--- src/hw/rtl/png_row_unfilter_core_macros.svh ---
// ----------------------------------------------------------------------------
// PNG row unfilter assertion macros
// Concurrent assertion shorthands clocked on clk_i, disabled in reset.
// ----------------------------------------------------------------------------
`ifndef PNG_ROW_UNFILTER_CORE_MACROS_SVH
`define PNG_ROW_UNFILTER_CORE_MACROS_SVH

// Same-cycle implication.
`define PRU_ASSERT_NOW(lbl, ante, cons) \
  lbl: assert property (@(posedge clk_i) disable iff (!rst_ni) (ante) |-> (cons)) \
    else $error("png_row_unfilter: assertion failed");

// Next-cycle implication.
`define PRU_ASSERT_NEXT(lbl, ante, cons) \
  lbl: assert property (@(posedge clk_i) disable iff (!rst_ni) (ante) |=> (cons)) \
    else $error("png_row_unfilter: assertion failed");

`endif

--- src/hw/rtl/png_ruf_pkg.sv ---
// ----------------------------------------------------------------------------
// PNG row unfilter package
// Payload types, filter codes and configuration register indexes.
// ----------------------------------------------------------------------------
package png_ruf_pkg;

  typedef struct packed {
    logic [7:0] byte_in;
    logic       no_row_above;
  } in_item_t;

  typedef struct packed {
    logic [7:0] byte_out;
    logic       last_in_row;
    logic       unknown_filter;
  } out_item_t;

  typedef enum logic [2:0] {
    FILT_NONE    = 3'd0,
    FILT_SUB     = 3'd1,
    FILT_UP      = 3'd2,
    FILT_AVG     = 3'd3,
    FILT_PAETH   = 3'd4,
    FILT_UNKNOWN = 3'd5
  } filt_e;

  typedef enum logic [1:0] {
    CFG_BYTES_PER_PIXEL = 2'd0,
    CFG_PIXELS_PER_ROW  = 2'd1
  } cfg_idx_e;

  localparam int unsigned CfgIdxW  = 2;
  localparam int unsigned CfgDataW = 14;
  localparam int unsigned BppW     = 3;
  localparam int unsigned PprW     = 14;

  localparam logic [BppW-1:0] BppReset = 3'd3;
  localparam logic [PprW-1:0] PprReset = 14'd640;

  // Highest filter code with a defined predictor.
  localparam logic [7:0] FiltMaxKnown = 8'd4;

endpackage

--- src/hw/rtl/png_ruf_predict.sv ---
// ----------------------------------------------------------------------------
// PNG row unfilter predictor
// Forms the filter predictor and adds it to the filtered byte modulo 256.
// ----------------------------------------------------------------------------
module png_ruf_predict import png_ruf_pkg::*; (
  input  filt_e      filt_i,
  input  logic [7:0] byte_i,
  input  logic [7:0] left_i,
  input  logic [7:0] up_i,
  input  logic [7:0] upleft_i,
  output logic [7:0] result_o
);

  // Pick whichever neighbor lies closest to left + up - upleft.
  function automatic logic [7:0] paeth(logic [7:0] a, logic [7:0] b, logic [7:0] c);
    logic signed [10:0] da, db, dc;
    logic        [9:0]  pa, pb, pc;
    logic        [7:0]  res;
    da = $signed({3'b000, b}) - $signed({3'b000, c});
    db = $signed({3'b000, a}) - $signed({3'b000, c});
    dc = $signed({3'b000, a}) + $signed({3'b000, b}) - $signed({2'b00, c, 1'b0});
    pa = 10'(da < 0 ? -da : da);
    pb = 10'(db < 0 ? -db : db);
    pc = 10'(dc < 0 ? -dc : dc);
    if (pa <= pb && pa <= pc) begin
      res = a;
    end else if (pb <= pc) begin
      res = b;
    end else begin
      res = c;
    end
    return res;
  endfunction

  logic [8:0] avg_sum;
  logic [7:0] pred;

  assign avg_sum = {1'b0, left_i} + {1'b0, up_i};

  always_comb begin
    unique case (filt_i)
      FILT_SUB:   pred = left_i;
      FILT_UP:    pred = up_i;
      FILT_AVG:   pred = avg_sum[8:1];
      FILT_PAETH: pred = paeth(left_i, up_i, upleft_i);
      default:    pred = 8'd0;
    endcase
  end

  assign result_o = byte_i + pred;

endmodule

--- config.mk ---
export PLATFORM = sky130hd
export DESIGN_NAME = png_ruf_predict
export DESIGN_NICKNAME = d
export VERILOG_FILES = /design/src/hw/rtl/png_row_unfilter_core_macros.svh /design/src/hw/rtl/png_ruf_pkg.sv /design/src/hw/rtl/png_ruf_predict.sv
export SDC_FILE = /design/constraint.sdc
export NUM_CORES = 1
export LEC_CHECK = 0
export BUFFER_PORTS_ARGS = -buffer_cell sky130_fd_sc_hd__clkbuf_2
export CAP_MARGIN = 30
export CELL_PAD_IN_SITES_DETAIL_PLACEMENT = 1
export CELL_PAD_IN_SITES_GLOBAL_PLACEMENT = 1
export CORE_MARGIN = 1
export CORE_UTILIZATION = 25
export DETAILED_ROUTE_END_ITERATION = 8
export PLACE_DENSITY_LB_ADDON = 0.1
export RECOVER_POWER = 25
export SLEW_MARGIN = 20
export SYNTH_ARGS = -nofsm -noshare
export SYNTH_HDL_FRONTEND = slang
export SYNTH_SLANG_ARGS = --single-unit
--- constraint.sdc ---
create_clock -name vclk -period 6.2
set_input_delay 0.31 -clock vclk [all_inputs]
set_output_delay 0.31 -clock vclk [all_outputs]
set_load 0.01 [all_outputs]
==> results of run 1 <==
==> through the flow <==
step                      utilization, %  TNS, ns  total power [uW]  hold WS, ns  area [um2]
after floorplan                        -        0               673        0.771        3510
after global placement              36.3    -1.28              1150        0.954        4870
after detailed placement            36.3    -2.15              1180        0.964        4870
after CTS                           37.9   -0.893              1260        0.969        5080
after global routing                40.2   -0.964              1520        0.992        5380
final                               40.2   -0.145              1390        0.975        5380
==> final timing paths <==
path | to | slack (ns) | cells past startpoint
min | result_o[0] | 0.97 | 3
max | result_o[7] | -0.12 | 32
==> final cells by class <==
cell class	instances	area [um2]	area share, %
Inverter	62	235	4.37
Multi-Input combinational cell	392	3600	67.0
Tap cell	176	220	4.09
Timing Repair Buffer	184	1320	24.6
==> kinds of logic (layout without fill, tap and decap cells) <==
kind of cell | after synthesis | in the layout
buffers and inverters | 69 | 246
xor gates and xnor gates | 51 | 51
other | 2 | 4
adders and majority gates | 81 | 81
and+or+nand+nor | 101 | 101
muxes | 6 | 6
AOI/OAI and AO/OA | 149 | 149
==> cells in the mapped netlist, types with 2 or more instances <==
master,number,area [um2]
o21a_1,9,67.6
o31ai_1,8,60.1
xnor2_1,31,272
and3_1,2,12.5
a21o_1,17,128
nor2_1,31,116
xor2_1,18,158
or2_2,6,37.5
a21oi_1,41,205
o21ai_0,19,95.1
inv_1,61,229
o22ai_1,3,18.8
clkbuf_1,4,15.0
o21bai_1,7,52.6
a2111oi_0,2,17.5
o221ai_1,2,17.5
and3b_1,2,17.5
nor3_1,3,15.0
nor3b_1,2,15.0
a31oi_1,3,18.8
ha_1,69,863
mux2i_1,5,50.1
nand2_1,18,67.6
conb_1,2,7.51
nand3_1,7,35.0
o31ai_2,2,25.0
o21ai_2,2,17.5
nand4_1,6,37.5
a22oi_1,7,52.6
fa_1,11,220
o32a_1,5,50.1
nand2b_1,5,31.3
or4_1,3,22.5
o211ai_1,4,30.0
nor2b_1,10,62.6
==> repair_timing <==
| action | 4_1_cts | 5_1_grt |
|---|---|---|
| pin swaps | 37 | 57 |
| setup buffers | 6 | 7 |
| resized for setup | 34 | 63 |
| endpoints found under the setup margin | 6 | 7 |
==> routing by layer <==
metal / vias to the layer above / GRT usage, % / routed length, um
li1: 2007 / - / -
met1: 1925 / 24.8 / 6540
met2: 22 / 34.8 / 6870
met3: 2 / 0 / 52
met4: 0 / 0 / 43
met5: - / 0 / 0
==> power groups by stage <==
| stage | combinational, uW | clock [uW] | sequential [uW] |
|---|---|---|---|
| 2_1_floorplan | 673 | 0 | 0 |
| 3_3_place_gp | 1150 | 0 | 0 |
| 3_5_place_dp | 1180 | 0 | 0 |
| 4_1_cts | 1260 | 0 | 0 |
| 5_1_grt | 1520 | 0 | 0 |
| 6_report | 1390 | 0 | 0 |
==> impl_metrics.tcl, run 1 <==
set metrics [dict create \
    synth_mux_area_share_pct 1.76 \
    rsz0062_at_grt "true" \
    die_x_um 120 \
    crit_slowest_cell "fa_1" \
    ant_nets 0 \
    seq_area_um2 0 \
    pre_cts_ws_ns -0.623 \
    grt_usage_pct 18.4 \
    coreArea_um2 13400 \
    via_per_inst 4.86 \
    drt-initial-drc-count 89 \
    vdd_ir_drop_max_uv 94.6 \
    synth_area_um2 3490 \
    combPwrFrac_pct 100.0 \
    initial_core_util_pct 26.0 \
    synthAdderAreaFrac_pct 31.4 \
    critical-path-top-delay-family "compound AO/OA/AOI/OAI gates" \
    worstSetupPathType "input pin to output port" \
    grt-ovfl-total 0 \
    fin_ws_ns -0.119 \
    first_pass_iters 4 \
    min_from "byte_i[0]" \
    nClkBuffers 0 \
    hp-class "input pin to output port" \
    fin_nets 755 \
    power_density_nw_per_um2 258 \
    synth_xor_area_share_pct 13.6 \
    slew-limit-headroom_pct 51.8 \
    drt-wirelength-per-cell_um 16.6 \
    most-common-layout-cells "buf_4, ha_1, inv_1" \
    pwr-share-clk_pct 0 \
    rows 42 \
    dp.cells 801 \
    drc 0 \
    hold_viol 0 \
    seq_cells 0 \
    maxClockFrequency_mhz 158 \
    violations "setup timing" \
    n_antenna_cell 0 \
    startpoint "left_i[2]" \
    cp-start-kind "input pin" \
    crit_path_end_kind "output port" \
    path_buf_inv 5 \
    grt_pass1_wl_um 21100 \
    synth_cell_type_count 67 \
    finalSetupViolCount 2 \
    worstMarginPinSlew_ns 0.722 \
    grt_pass1_vias 4127 \
    dieArea_um2 14400 \
    min_period_over_period_pct 102 \
    filler_cell_count 1650 \
    yosys.area_share.simple_pct 15.1 \
    antenna_found_initial 0 \
    synth-compound-area-share_pct 30.2 \
    power_switching_uw 691 \
    die_height_um 120 \
    arrival_ns 6.01 \
    io_buffers 43 \
    ys_seq_area_share_pct 0 \
    drv_cap 0 \
    finalCriticalPeriod_ns 6.32 \
    layout_commonest_cell "buf_4" \
    internal_power_uw 699 \
    total_leakage_power_uw 0.00267 \
    synth_top_family_by_area "adder cells" \
    outcome "finished with violations" \
    cp.required_ns 5.89 \
    yosys_warnings 0 \
    grt_start_max_net_pins 16 \
    p_sw_share_pct 49.7 \
    hold_buffers 0 \
    gp_congestion 0.823 \
    instances_no_fill 814 \
    syn_inst 459 \
    area_growth_pct 54.3 \
    synth.avg_cell_area_um2 7.60 \
    vias 3956 \
    max_stage_delay_ns 0.54 \
    ios 43 \
    slew_violations 0 \
    routed_wl_um 13500 \
    seqPwrFrac_pct 0 \
    hpwl_um 11900 \
    crit_fanout 6 \
    drive_gt1_share_pct 42.9 \
]
Note: power is estimated with default switching activity, not from simulation.
==> run 2, diff against run 1 <==
--- a/config.mk
+++ b/config.mk
@@ -10,11 +10,13 @@
 export CELL_PAD_IN_SITES_DETAIL_PLACEMENT = 1
 export CELL_PAD_IN_SITES_GLOBAL_PLACEMENT = 1
 export CORE_MARGIN = 1
-export CORE_UTILIZATION = 25
+export CORE_UTILIZATION = 41
 export DETAILED_ROUTE_END_ITERATION = 8
 export PLACE_DENSITY_LB_ADDON = 0.1
 export RECOVER_POWER = 25
+export REMOVE_ABC_BUFFERS = 1
 export SLEW_MARGIN = 20
 export SYNTH_ARGS = -nofsm -noshare
 export SYNTH_HDL_FRONTEND = slang
 export SYNTH_SLANG_ARGS = --single-unit
+export TNS_END_PERCENT = 10
==> run 2 against run 1 <==
Effect of this change: the flow still finishes with violations (setup timing); die area decreased by 38%; first-iteration DRC count increased by 97%; sequential share of layout area unchanged; sequential cell count unchanged; design area decreased by 5.4%; via count increased by 6.7%; combinational power decreased by 3%; critical path type unchanged; critical endpoint unchanged; largest cell class unchanged; highest routed layer unchanged.
==> impl_metrics.tcl, run 2 (synthesis gave the netlist of run 1 again) <==
set metrics [dict create \
    pre_cts_ws_ns -0.850 \
    gp_congestion 0.911 \
    crit_top_cell "buf_4" \
    startpoint "up_i[3]" \
    instances_no_fill 730 \
    cp.required_ns 5.89 \
    place_area_um2 4700 \
    crit_path_end_kind "output port" \
    ant_nets 0 \
    drt-initial-drc-count 175 \
    violations "setup timing" \
    ios 43 \
    crit_slowest_cell "fa_1" \
    hpwl_um 11500 \
    seq_area_um2 0 \
    initial_core_util_pct 42.5 \
    drv_cap 0 \
    slew_violations 0 \
    finalSetupViolCount 4 \
    vias 4220 \
    drc 0 \
    min_period_over_period_pct 109 \
    power_density_nw_per_um2 264 \
    routed_wl_um 15100 \
    worstMarginPinSlew_ns 0.749 \
    most-common-layout-cells "buf_4, ha_1, inv_1" \
    final_area_um2 5090 \
    vdd_ir_drop_max_uv 127 \
    dp.cells 722 \
    crit_end "result_o[7]" \
    layout_commonest_cell "buf_4" \
    area_growth_pct 46.0 \
    coreArea_um2 8220 \
    drive_gt1_share_pct 38.9 \
    max_stage_delay_ns 0.56 \
    grt-ovfl-total 0 \
    crit_fanout 6 \
    grt_start_max_net_pins 16 \
    finalPower_uw 1350 \
    fin_ws_ns -0.533 \
    fin_nets 742 \
    rows 33 \
    cp-start-kind "input pin" \
    grt_pass1_wl_um 21800 \
    finalCriticalPeriod_ns 6.73 \
    antenna_found_initial 0 \
    total_leakage_power_uw 0.00259 \
    die_x_um 94.2 \
    finalSetupTns_ns -1.46 \
    io_buffers 43 \
    nClkBuffers 0 \
    hold_viol 0 \
    maxClockFrequency_mhz 149 \
    arrival_ns 6.42 \
    first_pass_iters 4 \
    via_per_inst 5.78 \
    seq_cells 0 \
    rsz0062_at_grt "true" \
    hp-class "input pin to output port" \
    grt_pass1_vias 4543 \
    dieArea_um2 8880 \
    grt_usage_pct 31.8 \
    filler_cell_count 1048 \
    drt-wirelength-per-cell_um 20.7 \
    n_antenna_cell 0 \
    outcome "finished with violations" \
    slew-limit-headroom_pct 50.0 \
    worstSetupPathType "input pin to output port" \
    die_height_um 94.2 \
]
## run 2: layer usage
metal  vias to the layer above  routed length, um  global-route usage (%)
met5                         -                  0                       0
met4                         0                459                    8.59
met3                        38                625                    2.27
met2                       124               7910                    62.0
met1                      2071               6120                    36.4
li1                       1987                  -                       -
## run 2: through the flow
step | utilization, % | hold WS [ns]
5_1_grt | 62.0 | 0.964
2_1_floorplan | - | 0.771
3_3_place_gp | 57.3 | 0.945
3_5_place_dp | 57.3 | 0.952
4_1_cts | 60.0 | 0.960
6_report | 62.0 | 0.953
## run 2: worst max-delay path: cells and delay by family
kind	cells	cell delay [ns]
buffers and inverters	8	0.90
and+or+nand+nor	7	1.48
xor gates and xnor gates	3	0.47
AOI/OAI and AO/OA	12	1.88
adders and majority gates	4	1.37
## run 2: what timing repair did
| action | CTS | global route |
|---|---|---|
| setup endpoints to repair | 7 | 7 |
| endpoints found under the hold margin | 0 | 0 |
| hold buffers | 0 | 0 |
| pin swaps | 39 | 32 |
| gates resized for setup | 39 | 34 |
| setup buffers | 6 | 2 |
## run 2: layout make-up
| type | count | area [um2] | area share, % |
|---|---|---|---|
| Inverter | 62 | 235 | 4.62 |
| Multi-Input combinational cell | 392 | 3510 | 69.0 |
| Tap cell | 105 | 131 | 2.58 |
| Timing Repair Buffer | 171 | 1210 | 23.9 |
## run 2: worst min path at each step
stage	from	endpoint	slack [ns]	depth (start not counted)
after global routing	byte_i[0]	result_o[0]	0.96	3
after floorplan	byte_i[0]	result_o[0]	0.77	1
final	byte_i[0]	result_o[0]	0.95	3
after global placement	byte_i[0]	result_o[0]	0.95	3
after CTS	byte_i[0]	result_o[0]	0.96	3
after detailed placement	byte_i[0]	result_o[0]	0.95	3
## run 2: where the power goes
part | switching [uW] | total, uW | internal, uW
clock | 0 | 0 | 0
sequential | 0 | 0 | 0
combinational | 700 | 1350 | 647
total | 700 | 1350 | 647
==> run 3, diff against run 2 <==
--- a/config.mk
+++ b/config.mk
@@ -5,12 +5,14 @@
 export SDC_FILE = /design/constraint.sdc
 export NUM_CORES = 1
 export LEC_CHECK = 0
+export ABC_AREA = 1
 export BUFFER_PORTS_ARGS = -buffer_cell sky130_fd_sc_hd__clkbuf_2
 export CAP_MARGIN = 30
 export CELL_PAD_IN_SITES_DETAIL_PLACEMENT = 1
 export CELL_PAD_IN_SITES_GLOBAL_PLACEMENT = 1
+export CORE_ASPECT_RATIO = 1.5
 export CORE_MARGIN = 1
-export CORE_UTILIZATION = 41
+export CORE_UTILIZATION = 39
 export DETAILED_ROUTE_END_ITERATION = 8
 export PLACE_DENSITY_LB_ADDON = 0.1
 export RECOVER_POWER = 25
==> run 3 against run 2 <==
Effect of this change: sequential cell count unchanged; combinational power down 24%; via count down 2.0%; global-route usage down 4.7 points; the run now ends clean; critical path depth grew 7; cell count up 8.2%; worst setup slack better by 0.70 ns; hold slack improved by 0.0085 ns; highest routed layer unchanged.
==> impl_metrics.tcl, run 3 <==
set metrics [dict create \
    outcome "completed" \
    crit_fanout 6 \
    routed_wl_um 13100 \
    hold_buffers 0 \
    slew_violations 0 \
    cp.required_ns 5.89 \
    finalSetupTns_ns 0 \
    crit_path_end_kind "output port" \
    ant_nets 0 \
    dieArea_um2 9630 \
    most-common-layout-cells "inv_1, nand2_1, ha_1" \
    worstSetupPathType "input pin to output port" \
    hold_depth 3 \
    nClkBuffers 0 \
    first_pass_iters 4 \
    layout_commonest_cell "inv_1" \
    drt-initial-drc-count 74 \
    ios 43 \
    syn_inst 590 \
    finalCriticalPeriod_ns 6.04 \
    pre_cts_ws_ns -0.237 \
    coreArea_um2 8880 \
    maxClockFrequency_mhz 166 \
    hp-class "input pin to output port" \
    yosys_warnings 0 \
    ys_seq_area_share_pct 0 \
    grt-ovfl-total 0 \
    rsz0062_at_grt "true" \
    drc 0 \
    min_to "result_o[0]" \
    min_period_over_period_pct 97.4 \
    hold_viol 0 \
    vdd_ir_drop_max_uv 120 \
    synth.most_common_cell "inv_1" \
    synth_area_leader_cell "ha_1" \
    initial_core_util_pct 40.5 \
    crit_top_cell "inv_1" \
    min_from "byte_i[0]" \
    hold_slack_ns 0.962 \
    vias 4134 \
    synth_cell_type_count 42 \
    cp-start-kind "input pin" \
    drt-wirelength-per-cell_um 16.6 \
    area_growth_pct 29.1 \
    seq_area_um2 0 \
    rows 42 \
    worstMarginPinSlew_ns 0.753 \
    grt_start_max_net_pins 10 \
    via_per_inst 5.23 \
    netlist_top_cells_area "ha_1, inv_1, nand2_1" \
    seq_cells 0 \
    grt_usage_pct 27.1 \
    die_x_um 80.5 \
    synth_area_um2 3600 \
    hpwl_um 11400 \
    synth_common_cells "inv_1, nand2_1, ha_1" \
    gp_congestion 0.888 \
    drv_cap 0 \
    n_antenna_cell 0 \
    finish.utilization_pct 52.4 \
    grt_pass1_wl_um 20400 \
    fin_nets 797 \
    io_buffers 43 \
    grt_pass1_vias 4450 \
    synth.avg_cell_area_um2 6.10 \
    power_density_nw_per_um2 222 \
    fin_ws_ns 0.163 \
    slew-limit-headroom_pct 49.4 \
    arrival_ns 5.73 \
    antenna_found_initial 0 \
    finalSetupViolCount 0 \
    drive_gt1_share_pct 28.2 \
    die_height_um 120 \
    yosysTopAreaCellShare_pct 24.0 \
    max_stage_delay_ns 0.50 \
    total_leakage_power_uw 0.00264 \
    crit_slowest_cell "fa_1" \
]
==> run 3: cell count changes after synthesis, sizes merged, moves of 13 or more <==
| cell | previous run | this run |
|---|---|---|
| nor2 | 32 | 48 |
| nand3 | 7 | 44 |
| inv | 62 | 138 |
| xnor2 | 32 | 5 |
| nand2 | 18 | 125 |
| a21o | 17 | 4 |
==> run 3: layout make-up <==
cell class         count  area (um2)
fillers             1216        4230
inverters            139         529
multi-input cells    449        3380
well taps            110         138
repair buffers        92         606
==> run 3: per-stage QoR <==
step | total power, uW | area (um2) | std cells
after floorplan | 589 | 3560 | 588
after global placement | 825 | 4190 | 777
after detailed placement | 869 | 4190 | 777
after CTS | 898 | 4280 | 780
after global routing | 1160 | 4650 | 790
final | 1030 | 4650 | 790
==> run 3: timing repair <==
action,in CTS,in global routing
endpoints found under the setup margin,1,4
resized for setup,13,78
setup buffers,3,10
pin swaps,6,56
==> run 3: metal layers <==
layer	GRT usage, %	part of all wire [%]	vias to the layer above
met5	0	0	-
met4	13.4	5.0	0
met3	0.152	1.2	28
met2	55.5	59	62
met1	26.5	35	1970
li1	-	-	2074
==> run 3: how the worst max path moves through the flow <==
stage	start	end	slack [ns]	cells after the start
finish	up_i[2]	result_o[7]	0.16	41
global route	left_i[2]	result_o[7]	-0.24	42
CTS	up_i[2]	result_o[7]	0.03	42
detailed placement	up_i[3]	result_o[7]	-0.24	40
global placement	up_i[2]	result_o[7]	-0.12	40
floorplan	left_i[3]	result_o[7]	0.61	39
==> run 3: worst max-delay path: cells and delay by family <==
kind,cells,cell delay [ns]
xor gates and xnor gates,3,0.49
buffers and inverters,11,0.97
adders and majority gates,4,1.33
and+or+nand+nor,14,1.30
AOI/OAI and AO/OA,9,1.33
==> run 3: logic make-up after synthesis <==
group / share of synthesized area (%)
compound gates: 13.9
xor+xnor: 8.24
fa+ha+maj: 30.1
buf+inv: 15.7
other cells: 0.209
simple gates: 31.8
==> run 3: report_power, final <==
part,leakage (uW),internal [uW],switching (uW)
clock network,0,0,0
registers,0,0,0
logic,0.00264,423,610
